### config.mk
export PLATFORM = sky130hd
export DESIGN_NAME = hex_command_line_parser
export DESIGN_NICKNAME = d
export VERILOG_FILES = /design/src/rtl/hcl_pkg.sv /design/src/rtl/hcl_line_buf.sv /design/src/rtl/hcl_sequencer.sv /design/src/rtl/hcl_datapath.sv /design/src/rtl/hex_command_line_parser.sv
export SDC_FILE = /design/constraint.sdc
export NUM_CORES = 1
export LEC_CHECK = 0
export BUFFER_PORTS_ARGS = -buffer_cell sky130_fd_sc_hd__clkbuf_2
export CAP_MARGIN = 20
export CORE_UTILIZATION = 43
export DETAILED_ROUTE_END_ITERATION = 8
export HOLD_SLACK_MARGIN = 0.08
export MAX_ROUTING_LAYER = met4
export PLACE_DENSITY_LB_ADDON = 0.15
export REMOVE_ABC_BUFFERS = 1
export SLEW_MARGIN = 0
export SYNTH_ARGS = -nofsm -noshare
export SYNTH_HDL_FRONTEND = slang
export SYNTH_HIERARCHICAL = 1
export SYNTH_SLANG_ARGS = --single-unit
### constraint.sdc
create_clock -name clk -period 28 [get_ports clk]
set_clock_uncertainty 0.1 [all_clocks]
set_input_delay 2.8 -clock clk [delete_from_list [all_inputs] [get_ports clk]]
set_output_delay 2.8 -clock clk [all_outputs]
set_load 0.005 [all_outputs]
### src/rtl/hcl_pkg.sv
package hcl_pkg;

  localparam int LINE_DEPTH = 32;
  localparam int IDX_W = $clog2(LINE_DEPTH);
  localparam int STEP_W = 4;

  localparam logic [7:0] NEWLINE = 8'h0A;
  localparam logic [7:0] SMALL_CHECK = 8'h55;
  localparam logic [7:0] CMD_FREQ = 8'h66;
  localparam logic [7:0] CMD_PULSE = 8'h74;
  localparam logic [7:0] CMD_SUPPLY = 8'h75;
  localparam logic [7:0] CMD_LOAD = 8'h6C;

  localparam logic [31:0] FREQ_RESET = 32'd20000000;
  localparam logic [31:0] PULSE_RESET = 32'd10000;
  localparam logic [7:0] LEVEL_RESET = 8'd50;
  localparam logic [7:0] LEVEL_MAX = 8'd255;

  localparam logic [STEP_W-1:0] STEP_COMMIT = 4'd12;

  typedef enum logic [2:0] {
    OP_NONE,
    OP_LETTER,
    OP_HI,
    OP_LO,
    OP_COMMIT
  } op_t;

  typedef enum logic [2:0] {
    KIND_FREQ = 3'd0,
    KIND_PULSE = 3'd1,
    KIND_SUPPLY = 3'd2,
    KIND_LOAD = 3'd3,
    KIND_UNKNOWN = 3'd4
  } kind_t;

  typedef enum logic {
    ST_IDLE,
    ST_RUN
  } state_t;

  typedef struct packed {
    logic [3:0] rd_addr;
    op_t op;
    logic [2:0] byte_idx;
    logic jmp_short;
    logic last;
    logic [STEP_W-1:0] target;
  } uword_t;

  typedef struct packed {
    logic [3:0] rd_addr;
    op_t op;
    logic [2:0] byte_idx;
  } ctrl_t;

  typedef struct packed {
    logic short_cmd;
    logic out_free;
  } stat_t;

  // microprogram: read address issued this step, action on data read last step
  function automatic uword_t ucode(input logic [STEP_W-1:0] step);
    uword_t w;
    unique case (step)
      4'd0: w = '{4'd0, OP_NONE, 3'd0, 1'b0, 1'b0, 4'd0};
      4'd1: w = '{4'd1, OP_LETTER, 3'd0, 1'b0, 1'b0, 4'd0};
      4'd2: w = '{4'd2, OP_HI, 3'd0, 1'b0, 1'b0, 4'd0};
      4'd3: w = '{4'd3, OP_LO, 3'd0, 1'b0, 1'b0, 4'd0};
      4'd4: w = '{4'd4, OP_HI, 3'd0, 1'b0, 1'b0, 4'd0};
      4'd5: w = '{4'd5, OP_LO, 3'd1, 1'b1, 1'b0, STEP_COMMIT};
      4'd6: w = '{4'd6, OP_HI, 3'd0, 1'b0, 1'b0, 4'd0};
      4'd7: w = '{4'd7, OP_LO, 3'd2, 1'b0, 1'b0, 4'd0};
      4'd8: w = '{4'd8, OP_HI, 3'd0, 1'b0, 1'b0, 4'd0};
      4'd9: w = '{4'd9, OP_LO, 3'd3, 1'b0, 1'b0, 4'd0};
      4'd10: w = '{4'd10, OP_HI, 3'd0, 1'b0, 1'b0, 4'd0};
      4'd11: w = '{4'd0, OP_LO, 3'd4, 1'b0, 1'b0, 4'd0};
      4'd12: w = '{4'd0, OP_COMMIT, 3'd0, 1'b0, 1'b1, 4'd0};
      default: w = '{4'd0, OP_NONE, 3'd0, 1'b0, 1'b1, 4'd0};
    endcase
    return w;
  endfunction

  function automatic logic [3:0] hex_digit(input logic [7:0] c);
    logic [7:0] d_num;
    logic [7:0] d_up;
    logic [7:0] d_low;
    logic [3:0] r;
    d_num = c - 8'h30;
    d_up = c - 8'h37;
    d_low = c - 8'h57;
    if (c >= 8'h30 && c <= 8'h39) begin
      r = d_num[3:0];
    end else if (c >= 8'h41 && c <= 8'h46) begin
      r = d_up[3:0];
    end else if (c >= 8'h61 && c <= 8'h66) begin
      r = d_low[3:0];
    end else begin
      r = 4'd0;
    end
    return r;
  endfunction

endpackage

### src/rtl/hcl_line_buf.sv
module hcl_line_buf (
  input  logic                  clk,
  input  logic                  rst,
  input  logic                  wr_en,
  input  logic [7:0]            wr_data,
  input  logic                  clr,
  input  logic [3:0]            rd_addr,
  output logic [7:0]            rd_data
);
  import hcl_pkg::*;

  logic [7:0] mem [LINE_DEPTH];
  logic [LINE_DEPTH-1:0] valid;
  logic [IDX_W-1:0] fill;
  logic [IDX_W-1:0] rd_idx;
  logic [7:0] mem_q;
  logic valid_q;
  logic room;

  assign room = {1'b0, fill} < (IDX_W+1)'(LINE_DEPTH - 1);
  assign rd_idx = IDX_W'(rd_addr);

  always_ff @(posedge clk) begin
    if (wr_en && room) begin
      mem[fill] <= wr_data;
    end
    mem_q <= mem[rd_idx];
  end

  always_ff @(posedge clk) begin
    if (rst) begin
      valid <= '0;
      fill <= '0;
      valid_q <= 1'b0;
    end else begin
      valid_q <= valid[rd_idx];
      if (clr) begin
        fill <= '0;
      end else if (wr_en && room) begin
        valid[fill] <= 1'b1;
        fill <= fill + IDX_W'(1);
      end
    end
  end

  assign rd_data = valid_q ? mem_q : 8'd0;

endmodule

### src/rtl/hcl_sequencer.sv
module hcl_sequencer (
  input  logic           clk,
  input  logic           rst,
  input  logic           start,
  input  hcl_pkg::stat_t stat,
  output hcl_pkg::ctrl_t ctrl,
  output logic           busy
);
  import hcl_pkg::*;

  state_t state;
  state_t state_next;
  logic [STEP_W-1:0] step;
  logic [STEP_W-1:0] step_next;
  uword_t uw;

  assign uw = ucode(step);

  always_comb begin
    state_next = state;
    step_next = step;
    unique case (state)
      ST_IDLE: begin
        step_next = '0;
        if (start) begin
          state_next = ST_RUN;
        end
      end
      ST_RUN: begin
        if (uw.last) begin
          if (stat.out_free) begin
            state_next = ST_IDLE;
          end
        end else if (uw.jmp_short && stat.short_cmd) begin
          step_next = uw.target;
        end else begin
          step_next = step + STEP_W'(1);
        end
      end
      default: begin
        state_next = ST_IDLE;
      end
    endcase
  end

  always_comb begin
    ctrl.rd_addr = uw.rd_addr;
    ctrl.byte_idx = uw.byte_idx;
    ctrl.op = OP_NONE;
    busy = 1'b0;
    unique case (state)
      ST_IDLE: begin
        ctrl.op = OP_NONE;
      end
      ST_RUN: begin
        busy = 1'b1;
        if (!(uw.last && !stat.out_free)) begin
          ctrl.op = uw.op;
        end
      end
      default: begin
        ctrl.op = OP_NONE;
      end
    endcase
  end

  always_ff @(posedge clk) begin
    if (rst) begin
      state <= ST_IDLE;
      step <= '0;
    end else begin
      state <= state_next;
      step <= step_next;
    end
  end

endmodule

### src/rtl/hcl_datapath.sv
module hcl_datapath (
  input  logic           clk,
  input  logic           rst,
  input  hcl_pkg::ctrl_t ctrl,
  input  logic [7:0]     rd_data,
  input  logic           out_ready,
  output hcl_pkg::stat_t stat,
  output logic           out_valid,
  output logic [2:0]     command_kind,
  output logic           accepted,
  output logic [31:0]    frequency_value,
  output logic [31:0]    pulse_value,
  output logic [7:0]     supply_level,
  output logic [7:0]     load_level,
  output logic [7:0]     supply_compare,
  output logic [7:0]     load_compare
);
  import hcl_pkg::*;

  logic [7:0] letter;
  logic [3:0] hi_nib;
  logic [7:0] pair_bytes [5];
  logic [31:0] freq;
  logic [31:0] pulse;
  logic [7:0] supply;
  logic [7:0] load;
  logic [31:0] freq_next;
  logic [31:0] pulse_next;
  logic [7:0] supply_next;
  logic [7:0] load_next;
  kind_t kind;
  logic ok;
  logic word_ok;
  logic level_ok;
  logic [31:0] word;

  assign stat.short_cmd = (letter == CMD_SUPPLY) || (letter == CMD_LOAD);
  assign stat.out_free = !out_valid || out_ready;

  assign word = {pair_bytes[3], pair_bytes[2], pair_bytes[1], pair_bytes[0]};
  assign word_ok = (pair_bytes[0] ^ pair_bytes[1] ^ pair_bytes[2] ^ pair_bytes[3])
                   == pair_bytes[4];
  assign level_ok = (pair_bytes[0] ^ SMALL_CHECK) == pair_bytes[1];

  always_comb begin
    freq_next = freq;
    pulse_next = pulse;
    supply_next = supply;
    load_next = load;
    kind = KIND_UNKNOWN;
    ok = 1'b0;
    unique case (letter)
      CMD_FREQ: begin
        kind = KIND_FREQ;
        ok = word_ok;
        if (word_ok) begin
          freq_next = word;
        end
      end
      CMD_PULSE: begin
        kind = KIND_PULSE;
        ok = word_ok;
        if (word_ok) begin
          pulse_next = word;
        end
      end
      CMD_SUPPLY: begin
        kind = KIND_SUPPLY;
        ok = level_ok;
        if (level_ok) begin
          supply_next = pair_bytes[0];
        end
      end
      CMD_LOAD: begin
        kind = KIND_LOAD;
        ok = level_ok;
        if (level_ok) begin
          load_next = pair_bytes[0];
        end
      end
      default: begin
        kind = KIND_UNKNOWN;
      end
    endcase
  end

  always_ff @(posedge clk) begin
    unique case (ctrl.op)
      OP_LETTER: begin
        letter <= rd_data;
      end
      OP_HI: begin
        hi_nib <= hex_digit(rd_data);
      end
      OP_LO: begin
        pair_bytes[ctrl.byte_idx] <= {hi_nib, hex_digit(rd_data)};
      end
      OP_COMMIT: begin
        command_kind <= kind;
        accepted <= ok;
        frequency_value <= freq_next;
        pulse_value <= pulse_next;
        supply_level <= supply_next;
        load_level <= load_next;
        supply_compare <= LEVEL_MAX - supply_next;
        load_compare <= LEVEL_MAX - load_next;
      end
      default: begin
      end
    endcase
  end

  always_ff @(posedge clk) begin
    if (rst) begin
      freq <= FREQ_RESET;
      pulse <= PULSE_RESET;
      supply <= LEVEL_RESET;
      load <= LEVEL_RESET;
      out_valid <= 1'b0;
    end else begin
      if (ctrl.op == OP_COMMIT) begin
        freq <= freq_next;
        pulse <= pulse_next;
        supply <= supply_next;
        load <= load_next;
        out_valid <= 1'b1;
      end else if (out_ready) begin
        out_valid <= 1'b0;
      end
    end
  end

  // result register must be free when a line is committed
  assert property (@(posedge clk) disable iff (rst)
    ctrl.op == OP_COMMIT |-> !out_valid || out_ready)
    else $error("commit while result register is full");

  assert property (@(posedge clk) disable iff (rst)
    out_valid && accepted |-> command_kind != KIND_UNKNOWN)
    else $error("unknown command reported as accepted");

  assert property (@(posedge clk) disable iff (rst)
    $rose(out_valid) |-> frequency_value == freq && pulse_value == pulse &&
      supply_level == supply && load_level == load)
    else $error("result does not match settings");

endmodule

### src/rtl/hex_command_line_parser.sv
// Hex command line parser. Data bytes (anything but newline) are stored in a
// one-cycle transaction each; up to LINE_DEPTH-1 bytes of a line are kept and
// later ones dropped. A newline starts a microprogram that reads the line
// buffer through its single registered read port, one position per cycle:
// 'f', 't' and unknown letters read five hex pairs, 'u' and 'l' only two;
// the commit waits for out_ready if the previous result is still
// held. in_ready is low while the program runs. The buffer is cleared at
// reset through per-entry valid bits, so no clearing pass is needed. Each
// newline yields one result transaction with the command kind, the
// checksum outcome and all current settings with their PWM compare values.
module hex_command_line_parser (
  input  logic        clk,
  input  logic        rst,
  input  logic        in_valid,
  output logic        in_ready,
  input  logic [7:0]  rx_byte,
  output logic        out_valid,
  input  logic        out_ready,
  output logic [2:0]  command_kind,
  output logic        accepted,
  output logic [31:0] frequency_value,
  output logic [31:0] pulse_value,
  output logic [7:0]  supply_level,
  output logic [7:0]  load_level,
  output logic [7:0]  supply_compare,
  output logic [7:0]  load_compare
);
  import hcl_pkg::*;

  ctrl_t ctrl;
  stat_t stat;
  logic busy;
  logic in_take;
  logic is_newline;
  logic [7:0] rd_data;

  assign in_ready = !busy;
  assign in_take = in_valid && in_ready;
  assign is_newline = rx_byte == NEWLINE;

  hcl_line_buf u_buf (
    .clk     (clk),
    .rst     (rst),
    .wr_en   (in_take && !is_newline),
    .wr_data (rx_byte),
    .clr     (in_take && is_newline),
    .rd_addr (ctrl.rd_addr),
    .rd_data (rd_data)
  );

  hcl_sequencer u_seq (
    .clk   (clk),
    .rst   (rst),
    .start (in_take && is_newline),
    .stat  (stat),
    .ctrl  (ctrl),
    .busy  (busy)
  );

  hcl_datapath u_dp (
    .clk             (clk),
    .rst             (rst),
    .ctrl            (ctrl),
    .rd_data         (rd_data),
    .out_ready       (out_ready),
    .stat            (stat),
    .out_valid       (out_valid),
    .command_kind    (command_kind),
    .accepted        (accepted),
    .frequency_value (frequency_value),
    .pulse_value     (pulse_value),
    .supply_level    (supply_level),
    .load_level      (load_level),
    .supply_compare  (supply_compare),
    .load_compare    (load_compare)
  );

endmodule
==> results by stage, run 1 <==
Pwr:
- In this run the static leakage power is 7.242 nW.
- After layout, the design draws a total of 0.001229 W.
- The power density normalized to cell area is 64.47 nW/um2.
- The maximum resistive drop on vdd is 0.00006226 V.

Detailed routing:
- In the final routed layout, each cell accounts on average for 18.63 um.
- The iteration count of the initial detailed-routing pass is 4.
- The count of nets left with antenna violations once routing finished came out at 0.
- The total via count in the routed design is 8,860.
- The initial detailed-routing violation count is 466.
- After detailed routing, the number of remaining DRC violations is 0.
- In the routed layout, each cell is associated on average with a via count of 5.060.
- Wires add up to 32,620 um.

Clocking:
- The clock transition at the register clock pins on the worst setup and hold paths after CTS is 0.06 ns.
- The number of buffers inserted for hold repair after clock tree synthesis is 0.
- The deepest level of the CTS H-tree is 2.
- The clock root buffer master is sky130_fd_sc_hd__clkbuf_16.
- The count of instances resized after the clock tree is built is 0.
- The number of sinks driven by the clock tree is 408.
- The buffer levels on the longest clock path is 3.
- The clock reaches the later pin of the worst-skew pair after 0.55 ns.
- The TritonCTS clock tree is built.
- Buffers added to address setup during post-CTS repair amount to 0.
- TritonCTS created 44 clock buffers.

Timing:
- The total negative slack for setup checks is 0 ns.
- The part of the cycle the worst path needs is 0.1966.
- The final count of hold timing violations came to 0.
- Setup repair after global routing left no endpoint under its margin.
- The worst slew slack as a fraction of its limit is 0.2071.
- The max-slew violation total from the final report is 0.
- Timing would allow up to 181.7 MHz.
- The final critical-path required period is 5.503 ns.
- At the pin with the least slew margin, the transition time is 1.187 ns.
- Setup violations remaining at the end of the flow were counted as 0.
- The worst-case hold slack is 0.3587 ns.

Critical path:
- The kind of critical path is input port to flop.
- The sum of buffers and inverters on the critical path is 3.
- In this design, the stage delay of the slowest critical-path cell is 0.65 ns.
- Of all nets on the critical path, the largest fanout is 57.
- The worst setup path is captured at a flop.
- STA classifies the critical path startpoint as an input port.
- Data on the critical path is required at its endpoint by 28.30 ns.
- The slowest stage of the critical path is the sky130_fd_sc_hd__nor4_4 cell.
- Data on the critical path arrives at its endpoint at 5.80 ns.
- The critical path goes through clkbuf_2, nand2b_1, o21ai_0, nor2_1, nor3b_2, buf_4, buf_4, nand2_1, nor4_4, mux2i_1, nor2_1.
- In this design, the largest share of critical-path delay is due to simple AND/OR/NAND/NOR gates.

Finish:
- At the end of the flow the core is filled with cells to 0.5039.
- The most common cell after layout, fill and taps aside is sky130_fd_sc_hd__edfxtp_1.
- Summing all multi-input logic gate instances after layout gives 5219 um2.
- Of the cells placed in the final design, the portion with a size suffix greater than 1 is 0.2306.
- Compared with the post-synthesis result, the final layout area differs by 14.71%.
- The number of inserted diodes is 0.
- The layout filler cell count is 3,298.
- Registers take 10,970 um2.
- The number of nets in the final layout is 1,227.
- Leaving out fill and tap cells, the most frequent cells in the layout are 280 x sky130_fd_sc_hd__edfxtp_1, 127 x sky130_fd_sc_hd__dfxtp_1, 112 x sky130_fd_sc_hd__clkbuf_2.

Floorplanning:
- The core area is 37,840 um2.
- The die width is 198.6 um.
- For this configuration, the core starts out at a cell density of 0.4393.
- From bottom edge to top edge, the die measures 198.6 um.
- The row count is 71.
- During I/O placement, the number of pins put on the boundary was 114.
- The die area is 39,450 um2.

Worst hold path:
- The worst hold path belongs to the class flop to flop.

GRT:
- The initial antenna violation count is 0.
- The largest net degree at the start of global routing is 124.
- The first global-routing pass estimated 50,780 um of wire.
- The total congestion overflow is 0.
- The number of global-route vias before repair is 8,979.
- Across every metal layer, demand over resource in global routing totals 0.1738.

Synthesis:
- For this run, the leading register cell type out of synthesis is sky130_fd_sc_hd__edfxtp_1.
- The cell area that synthesis handed to floorplanning was 16,620 um2.
- The fraction of the mapped netlist area in compound gates was 0.03131.
- In the post-synthesis netlist, the biggest area contributors are sky130_fd_sc_hd__edfxtp_1 51%, sky130_fd_sc_hd__dfxtp_1 15%, sky130_fd_sc_hd__mux2i_1 5.8%.
- The parity-gate share of the synthesized area counting xor and xnor cells is 0.02243.
- Of the total synthesized cell area, the portion taken by full adders, half adders and majority gates is 0.006021.
- During synthesis, Yosys emitted a total of 6 warnings.
- Of the post-synthesis cell area, the part taken by muxes is 0.1614.
- The synthesized area divided by synthesized cell count is 15.18 um2.
- The largest total area in the synthesized netlist belongs to sky130_fd_sc_hd__edfxtp_1.
- Of the post-synthesis cell area, the dominant cell type holds 0.5058.
- The gate count after technology mapping is 1,095.
- The number of different library cells used by synthesis comes to 61.
- Of the total synthesized cell area, the portion taken by AND, OR, NAND and NOR gates is 0.09137.
- After synthesis the netlist holds a flip-flop and latch count of 408.
- The number of enable-type register cells in the synthesized netlist is 280.
- The dominant combinational cell family by area after synthesis is multiplexers.
- The fraction of the yosys area taken by sequential cells is 0.6599.
- The async set-reset flop share out of synthesis is 0.

Flow run:
- The max-capacitance violation count is 0.

Placement:
- Port buffering added 113 buffers.
- The half-perimeter wire length of the detailed placement result is 21,100 um.
- At the end of routability-driven placement, the weighted congestion stood at 0.8078.

Outcome:
- The run finished with clean final reports.
## cell type report
type	instances	area share
clock buffers	60	0.06633
clock inverters	19	0.007874
inverters	33	0.006496
multi-input cells	592	0.2737
flip-flops and latches	408	0.5754
well taps	511	0.03353
repair buffers	128	0.03674
## cell families (layout without fill, tap and decap cells)
family | Yosys count | in the layout
compound gates | 71 | 71
xor+xnor | 30 | 30
fa+ha+maj | 8 | 8
buf+inv | 95 | 240
flops | 408 | 408
mux | 213 | 213
simple gates | 270 | 270
## metrics by stage
| stage | worst slack [ns] | std cells | area (um2) |
|---|---|---|---|
| after global routing | 22.17 | 1751 | 19070 |
| after detailed placement | 21.88 | 1670 | 17620 |
| after global placement | 21.97 | 1670 | 17620 |
| after CTS | 22.45 | 1749 | 19030 |
| final | 22.50 | 1751 | 19070 |
| after floorplan | 11.99 | 1033 | 16290 |
## synthesized netlist by cell type, drive strengths merged, types with 2 or more instances
library cell	n
edfxtp	280
dfxtp	128
mux2i	97
nand2b	95
mux2	82
nor2	71
buf	37
mux4	34
inv	33
nand2	32
clkbuf	25
o22ai	13
nand3	12
o21ai	12
and2	11
xnor2	11
xor2	11
a21oi	9
nor3	9
a221o	8
a22o	8
ha	8
xnor3	8
nor4	7
nand4	6
nor2b	5
nor3b	5
and3	4
nor4b	4
o21a	3
o21bai	3
a2111oi	2
and3b	2
and4b	2
o2111ai	2
o211ai	2
o41ai	2
or3	2
## state kept, by name, summed over array words and instances (netlist names), 3 cells and up
register	cells
u_buf/mem	128
u_dp/pair_bytes	40
u_dp/freq	32
u_dp/frequency_value	32
u_dp/pulse	32
u_dp/pulse_value	32
u_buf/valid	16
u_seq/uw	12
u_buf/mem_q	8
u_dp/letter	8
u_dp/load	8
u_dp/load_compare	8
u_dp/load_level	8
u_dp/supply	8
u_dp/supply_compare	8
u_dp/supply_level	8
u_buf/fill	5
u_dp/hi_nib	4
u_seq/step	4
u_dp/command_kind	3
## per-layer routing
metal / up-vias / GRT usage / part of all wire
met1: 4361 / 0.2186 / 0.45
met5: - / - / 0
li1: 4292 / - / -
met4: 0 / 0.05812 / 0.023
met2: 158 / 0.2870 / 0.49
met3: 49 / 0.02747 / 0.034
## worst min-delay path: cells and delay by family (launching register included)
family / cells / cell delay [ns]
AND/OR/NAND/NOR: 1 / 0.06
AO/OA/AOI/OAI: 1 / 0.05
flip-flops: 1 / 0.32
## worst paths after layout
path	startpoint	to	slack [ns]	cells after the start
max	out_ready	u_dp/load[7]$_SDFFE_PP0P_	22.50	11
min	u_buf/valid[15]$_SDFFE_PP0P_	u_buf/valid[15]$_SDFFE_PP0P_	0.36	2
max reg2reg	u_seq/state$_SDFF_PP0_	u_dp/load[7]$_SDFFE_PP0P_	24.33	9
min reg2reg	u_buf/valid[15]$_SDFFE_PP0P_	u_buf/valid[15]$_SDFFE_PP0P_	0.36	2
## where the power goes
part	internal, W	switching, W
Combinational	0.00000757	0.0000127
Sequential	0.000644	0.00000156
Clock	0.000334	0.000230
Total	0.000986	0.000244
No activity file was read; power rests on OpenSTA's default activity.
==> run 2: changes to the inputs <==
clock period = 5.2 ns   (was 28 ns; I/O delays follow)
==> results by stage, run 2 (synthesized netlist as in run 1, its figures left out) <==
Clocking:
- The clock root buffer master is sky130_fd_sc_hd__clkbuf_16 (unchanged).
- The buffer levels on the longest clock path is 3 (unchanged).
- The number of buffers created by CTS is 44 (unchanged).
- The number of sinks driven by the clock tree is 408 (unchanged).
- The deepest level of the CTS H-tree is 2 (unchanged).
- The clock latency of the later-clocked register in the worst-skew pair is 0.56 ns (was 0.55 ns).
- The TritonCTS clock tree is built (unchanged).
- The count of buffers added by post-CTS timing repair for setup came to 0 (unchanged).
- The clock transition at the register clock pins on the worst setup and hold paths after CTS came to 0.06 ns (about the same).
- The number of buffers inserted for hold repair after clock tree synthesis was 0 (unchanged).
- The count of instances resized after the clock tree is built was 0 (unchanged).

Detailed routing:
- The residual antenna-violating net count after detailed routing came to 0 (unchanged).
- The aggregate routed wire length is 33,760 um (was 32,620 um).
- The total via count in the routed design came to 8,891 (was 8,860).
- The number of vias per cell is 5.075 (was 5.060).
- The initial detailed-routing violation count is 430 (was 466).
- The detail-routed net length per standard cell is 19.27 um (was 18.63 um).
- The DRC violation count after routing is 0 (unchanged).
- The iteration count of the initial detailed-routing pass is 4 (unchanged).

Outcome:
- Run status: completed (unchanged).

Timing:
- The setup violation total in the final timing report is 0 (unchanged).
- The routed design could run at a clock period as short as 3.433 ns.
- Derived from the worst setup path, the maximum achievable clock frequency is 291.3 MHz.
- The smallest setup slack after layout came to 1.767 ns (was 22.50 ns).
- In the finished design, the share of the clock period the worst path needs comes to 0.6602.
- The slew at the pin closest to its max-slew limit is 1.106 ns (was 1.187 ns).
- The worst-case hold slack is 0.2149 ns (was 0.3587 ns).
- The worst slew slack as a fraction of its limit was 0.2629 (was 0.2071).
- The max-slew violation total from the final report is 0 (unchanged).
- The final count of hold timing violations is 0 (unchanged).
- RSZ-0062 raised after global routing: no (unchanged).

Placement:
- The last weighted congestion value of the routability-driven placer is 0.7756 (was 0.8078).
- The half-perimeter wire length of the detailed placement result is 21,670 um (was 21,100 um).
- The worst slack at placement is 1.706 ns (was 21.88 ns).
- The number of buffers added on ports is 113 (unchanged).

Critical path:
- The number of cells on the worst reg-to-reg path is 6 (was 9).
- The largest driver fanout on the critical path is 25 (was 57).
- The kind of critical path is flop to flop (was input port to flop).
- The stage delay of the slowest cell on the critical path was 0.56 ns (was 0.65 ns).
- The kind of launch point of the worst setup path is a flop (was input port).
- The worst path arrival time is 3.62 ns (was 5.80 ns).
- The data required time of the critical path is 5.39 ns (was 28.30 ns).
- Critical path, cell by cell: xor2_1, xnor2_1, nor4_2, nand4_1, buf_4, mux2_1 (was clkbuf_2, nand2b_1, o21ai_0, nor2_1, nor3b_2, buf_4, buf_4, nand2_1, nor4_4, mux2i_1, nor2_1).
- The nature of the critical path endpoint is a flop (unchanged).
- The slowest cell on the critical path is sky130_fd_sc_hd__nand4_1 (was sky130_fd_sc_hd__nor4_4).

Floorplanning:
- The count of boundary I/O pins is 114 (unchanged).
- The row count is 71 (unchanged).
- The core area is 37,840 um2 (unchanged).
- The die area is 39,450 um2 (unchanged).
- The die width came to 198.6 um (unchanged).
- The y dimension of the die came to 198.6 um (unchanged).
- The effective utilization at floorplan is 0.4393 (unchanged).

Finish:
- The register ranked first by flip-flop count is u_buf/mem (unchanged).
- Commonest cells after routing, fill and taps aside: 280 x sky130_fd_sc_hd__edfxtp_1, 127 x sky130_fd_sc_hd__dfxtp_1, 112 x sky130_fd_sc_hd__clkbuf_2 (unchanged).
- The number of flip-flops under the largest register name is 128 (unchanged).
- The fraction of final layout cells with drive strength greater than 1 was 0.2264 (was 0.2306).
- The number of inserted diodes is 0 (unchanged).
- Biggest registers after layout: u_buf/mem (128), u_dp/pair_bytes (40) (unchanged).
- The growth of design area from synthesis to finish came to 14.19% (was 14.71%).
- The number of nets in the final layout is 1,226 (was 1,227).
- The most common cell after layout, fill and taps aside is sky130_fd_sc_hd__edfxtp_1 (unchanged).

GRT:
- The total congestion overflow is 0 (unchanged).
- The total routing resource utilization after global routing came to 0.1808 (was 0.1738).
- The number of global-route vias before repair is 9,024 (was 8,979).
- The initial antenna violation count is 0 (unchanged).
- The first-pass GRT wire length is 51,940 um (was 50,780 um).
- The largest net degree at the start of global routing is 122 (was 124).

Worst hold path:
- The worst hold-check path type was input port to flop (was flop to flop).
- The number of stages on the worst hold path is 3 (was 2).

Pwr:
- The leakage dissipation is 7.214 nW (was 7.242 nW).
- The total net switching power is 0.001311 W (was 0.0002438 W).
- The relative contribution of the clock network to total power is 0.450 (was 0.458).
- The power density normalized to cell area is 343.7 nW/um2 (was 64.47 nW/um2).
- The share of total power consumed by net switching is 0.2009 (was 0.1983).
- The maximum resistive drop on vdd is 0.0002467 V (was 0.00006226 V).
- The share of power burned in registers was 0.533 (was 0.525).
- The internal cell power was 0.005213 W (was 0.0009857 W).
- The share of power burned in combinational logic is 0.017 (was 0.016).

Flow run:
- The max-capacitance violation count is 0 (unchanged).
## run 2: changes by cell type in the layout (fill, tap and decap cells not counted)
cell and change:
sky130_fd_sc_hd__bufinv_16 -1, sky130_fd_sc_hd__a2111oi_0 +1, sky130_fd_sc_hd__clkbuf_1 +7, sky130_fd_sc_hd__a2111oi_1 -1, sky130_fd_sc_hd__buf_16 -1, sky130_fd_sc_hd__buf_4 -1, sky130_fd_sc_hd__clkinvlp_4 -1, sky130_fd_sc_hd__clkinv_1 -2
sky130_fd_sc_hd__inv_6 +3, sky130_fd_sc_hd__dlymetal6s2s_1 +1, sky130_fd_sc_hd__clkinv_8 -1, sky130_fd_sc_hd__clkinv_2 -1, sky130_fd_sc_hd__clkbuf_16 -2
## run 2: layer usage
metal	up-vias	share of wire	routed length, um	track usage
met5	-	0	0	-
met4	0	0.025	858	0.06553
met3	60	0.030	1018	0.02831
met2	136	0.51	17180	0.3081
met1	4411	0.44	14700	0.2171
li1	4284	-	-	-
## run 2: area by class of cell
class / instances / area, um2
fillers: 3276 / 18860
flip-flops and latches: 408 / 10970
multi-input cells: 592 / 5218
clock buffers: 65 / 1241
repair buffers: 127 / 678.2
well taps: 511 / 639.4
inverters: 33 / 123.9
clock inverters: 16 / 110.1
## run 2: worst paths after layout
| path | startpoint | endpoint | slack, ns |
|---|---|---|---|
| worst max-delay path | u_dp/pair_bytes[0][4]$_DFFE_PP_ | u_dp/frequency_value[21]$_DFFE_PP_ | 1.77 |
| worst min-delay path | out_ready | u_seq/state$_SDFF_PP0_ | 0.21 |
| worst max register to register | u_dp/pair_bytes[0][4]$_DFFE_PP_ | u_dp/frequency_value[21]$_DFFE_PP_ | 1.77 |
| worst min register to register | u_buf/valid[15]$_SDFFE_PP0P_ | u_buf/valid[15]$_SDFFE_PP0P_ | 0.37 |
## run 2: power groups by stage
stage	Sequential (W)	Clock (W)	Combinational, W
after global routing	0.00348	0.00314	0.000120
after CTS	0.00348	0.00302	0.000111
after global placement	0.00355	0	0.000109
after floorplan	0.00354	0	0.0000588
after detailed placement	0.00355	0	0.000110
final	0.00348	0.00294	0.000108
## run 2: per-stage QoR
stage	setup TNS, ns	power (W)	std cells	area, um2	util
final	0	0.006524	1752	18980	0.5016
after global routing	0	0.006734	1752	18980	0.5016
after CTS	0	0.006613	1750	18960	0.5011
after detailed placement	0	0.003657	1669	17610	0.4654
after global placement	0	0.003654	1668	17600	0.4652
after floorplan	-972.01	0.003602	1033	16290	-
## run 2: critical path: cells and delay by family (launching register included)
kind	cells	cell delay, ns
buf+inv	1	0.47
simple gates	2	1.10
mux	1	0.37
xor+xnor	2	0.58
flops	1	0.53
==> run 3: changes to the inputs <==
clock period = 2.8 ns   (was 5.2 ns; I/O delays follow)
==> results by stage, run 3 (synthesized netlist as in run 1, its figures left out) <==
Clocking:
- The number of sinks driven by the clock tree is 408 (unchanged).
- The clock latency of the later-clocked register in the worst-skew pair is 0.55 ns (was 0.56 ns).
- The TritonCTS clock tree is built (unchanged).
- The number of buffers created by CTS is 45 (was 44).
- The deepest level of the CTS H-tree is 2 (unchanged).
- The buffer levels on the longest clock path is 3 (unchanged).
- The clock root buffer master is sky130_fd_sc_hd__clkbuf_16 (unchanged).
- The clock transition at the register clock pins on the worst setup and hold paths after CTS came to 0.06 ns (about the same).

Placement:
- The half-perimeter wire length of the detailed placement result is 21,100 um (was 21,670 um).
- The last weighted congestion value of the routability-driven placer is 0.7546 (was 0.7756).
- The placed cell area is 18,130 um2 (was 17,610 um2).
- The number of buffers added on ports was 113 (unchanged).
- The worst slack at placement is 0.1444 ns (was 1.706 ns).

Detailed routing:
- The residual antenna-violating net count after detailed routing is 0 (unchanged).
- The detail-routed net length per standard cell came to 18.45 um (was 19.27 um).
- The total via count in the routed design is 9,133 (was 8,891).
- The DRC violation count after routing came to 0 (unchanged).
- The number of vias per cell is 5.024 (was 5.075).
- The aggregate routed wire length is 33,540 um (was 33,760 um).
- The initial detailed-routing violation count is 379 (was 430).
- The iteration count of the initial detailed-routing pass came to 4 (unchanged).

GRT:
- The total routing resource utilization after global routing was 0.1793 (was 0.1808).
- The largest net degree at the start of global routing is 126 (was 122).
- The initial antenna violation count is 0 (unchanged).
- The number of global-route vias before repair came to 9,301 (was 9,024).
- The first-pass GRT wire length is 52,400 um (was 51,940 um).
- The total congestion overflow is 0 (unchanged).

Finish:
- The register ranked first by flip-flop count is u_buf/mem (unchanged).
- The number of inserted diodes is 0 (unchanged).
- The most common cell after layout, fill and taps aside is sky130_fd_sc_hd__edfxtp_1 (unchanged).
- Biggest registers after layout: u_buf/mem (128), u_dp/pair_bytes (40) (unchanged).
- The growth of design area from synthesis to finish is 18.37% (was 14.19%).
- The utilization after layout is 0.5199 (was 0.5016).
- The number of flip-flops under the largest register name is 128 (unchanged).
- The fraction of final layout cells with drive strength greater than 1 is 0.2609 (was 0.2264).
- The total non-filler cell area in the finished layout is 19,680 um2 (was 18,980 um2).
- Commonest cells after routing, fill and taps aside: 280 x sky130_fd_sc_hd__edfxtp_1, 127 x sky130_fd_sc_hd__dfxtp_1, 112 x sky130_fd_sc_hd__clkbuf_2 (unchanged).
- The number of nets in the final layout is 1,293 (was 1,226).

Critical path:
- The kind of critical path was flop to flop (unchanged).
- The largest driver fanout on the critical path is 14 (was 25).
- The worst path arrival time is 2.87 ns (was 3.62 ns).
- The data required time of the critical path came to 3.00 ns (was 5.39 ns).
- The kind of launch point of the worst setup path is a flop (unchanged).
- The nature of the critical path endpoint is a flop (unchanged).

Timing:
- The max-slew violation total from the final report is 0 (unchanged).
- The smallest setup slack after layout is 0.1324 ns (was 1.767 ns).
- The part of the cycle the worst path needs is 0.9527 (was 0.6602).
- RSZ-0062 raised after global routing: no (unchanged).
- The slew at the pin closest to its max-slew limit is 0.7835 ns (was 1.106 ns).
- The worst slew slack as a fraction of its limit is 0.4722 (was 0.2629).
- The final count of hold timing violations is 0 (unchanged).
- The setup violation total in the final timing report is 0 (unchanged).
- The worst-case hold slack is 0.2111 ns (was 0.2149 ns).
- The maximum operating frequency is 374.9 MHz (was 291.3 MHz).
- The final critical-path required period is 2.668 ns (was 3.433 ns).

Pwr:
- The total net switching power is 0.002454 W (was 0.001311 W).
- The share of total power consumed by net switching came to 0.2005 (was 0.2009).
- The leakage dissipation was 7.602 nW (was 7.214 nW).
- The internal cell power is 0.009785 W (was 0.005213 W).
- The power density normalized to cell area is 622.0 nW/um2 (was 343.7 nW/um2).
- The maximum resistive drop on vdd came to 0.0004692 V (was 0.0002467 V).
- The share of power burned in registers is 0.528 (was 0.533).
- The share of power burned in combinational logic came to 0.018 (was 0.017).
- The relative contribution of the clock network to total power came to 0.454 (was 0.450).

Worst hold path:
- The worst hold-check path type was input port to flop (unchanged).

Floorplanning:
- The die area is 39,450 um2 (unchanged).
- The y dimension of the die is 198.6 um (unchanged).
- The effective utilization at floorplan is 0.4393 (unchanged).
- The die width is 198.6 um (unchanged).
- The core area is 37,840 um2 (unchanged).
- The row count came to 71 (unchanged).
- The count of boundary I/O pins is 114 (unchanged).

Flow run:
- The max-capacitance violation count came to 0 (unchanged).

Outcome:
- Run status: completed (unchanged).
-- run 3: cell count changes in the layout (fill, tap and decap cells not counted), moves of 2 or more --
cell and delta:
sky130_fd_sc_hd__clkinv_1 +5, sky130_fd_sc_hd__buf_4 +47, sky130_fd_sc_hd__clkbuf_1 -7, sky130_fd_sc_hd__buf_12 +9
sky130_fd_sc_hd__inv_6 -2, sky130_fd_sc_hd__clkbuf_16 +3, sky130_fd_sc_hd__dlygate4sd3_1 +10
-- run 3: layout make-up --
class	count	area, um2
Multi-Input combinational cell	592	5225
Clock inverter	21	127.6
Sequential cell	408	10970
Timing Repair Buffer	193	1324
Inverter	33	123.9
Tap cell	511	639.4
Clock buffer	60	1265
Fill cell	3263	18170
-- run 3: timing repair --
action                                  in CTS  in global routing
endpoints found under the setup margin       0                 43
buffers inserted                             0                  3
resized for setup                            0                  2
hold endpoints to repair                   132                  0
hold buffers                                10                  0
-- run 3: routing by layer --
metal,share of wire,GRT usage,wire length [um]
met1,0.44,0.2186,14780
met2,0.50,0.3051,16750
met3,0.037,0.02899,1253
met4,0.022,0.05556,754
met5,0,-,0
-- run 3: final timing paths --
| kind | startpoint | endpoint | slack (ns) | cells after the start |
|---|---|---|---|---|
| setup / recovery | u_dp/pair_bytes[3][0]$_DFFE_PP_ | u_dp/frequency_value[12]$_DFFE_PP_ | 0.13 | 8 |
| hold / removal | in_valid | u_buf/fill[1]$_SDFFE_PP0P_ | 0.21 | 5 |
| hold reg to reg | u_buf/valid[15]$_SDFFE_PP0P_ | u_buf/valid[15]$_SDFFE_PP0P_ | 0.36 | 2 |
| setup reg to reg | u_dp/pair_bytes[3][0]$_DFFE_PP_ | u_dp/frequency_value[12]$_DFFE_PP_ | 0.13 | 8 |
-- run 3: critical path, cell delays in order, from the launching register on --
cell,delay [ns]
sky130_fd_sc_hd__edfxtp_1,0.49
sky130_fd_sc_hd__xnor3_1,0.42
sky130_fd_sc_hd__xnor2_1,0.15
sky130_fd_sc_hd__nor4_2,0.27
sky130_fd_sc_hd__buf_4,0.18
sky130_fd_sc_hd__nand4_1,0.09
sky130_fd_sc_hd__buf_4,0.19
sky130_fd_sc_hd__clkbuf_16,0.19
sky130_fd_sc_hd__mux2_1,0.32
-- run 3: power by group through the flow --
stage	sequential [W]	clock [W]	combinational, W
2_1_floorplan	0.00658	0	0.000109
3_3_place_gp	0.00658	0	0.000213
3_5_place_dp	0.00659	0	0.000217
4_1_cts	0.00646	0.00573	0.000229
5_1_grt	0.00646	0.00594	0.000250
6_report	0.00646	0.00556	0.000226
-- run 3: metrics by stage --
step	setup TNS, ns	power [W]	instances
2_1_floorplan	-1400.06	0.006690	1033
6_report	0	0.01224	1818
3_3_place_gp	0	0.006796	1723
5_1_grt	0	0.01265	1818
3_5_place_dp	0	0.006802	1723
4_1_cts	0	0.01242	1814
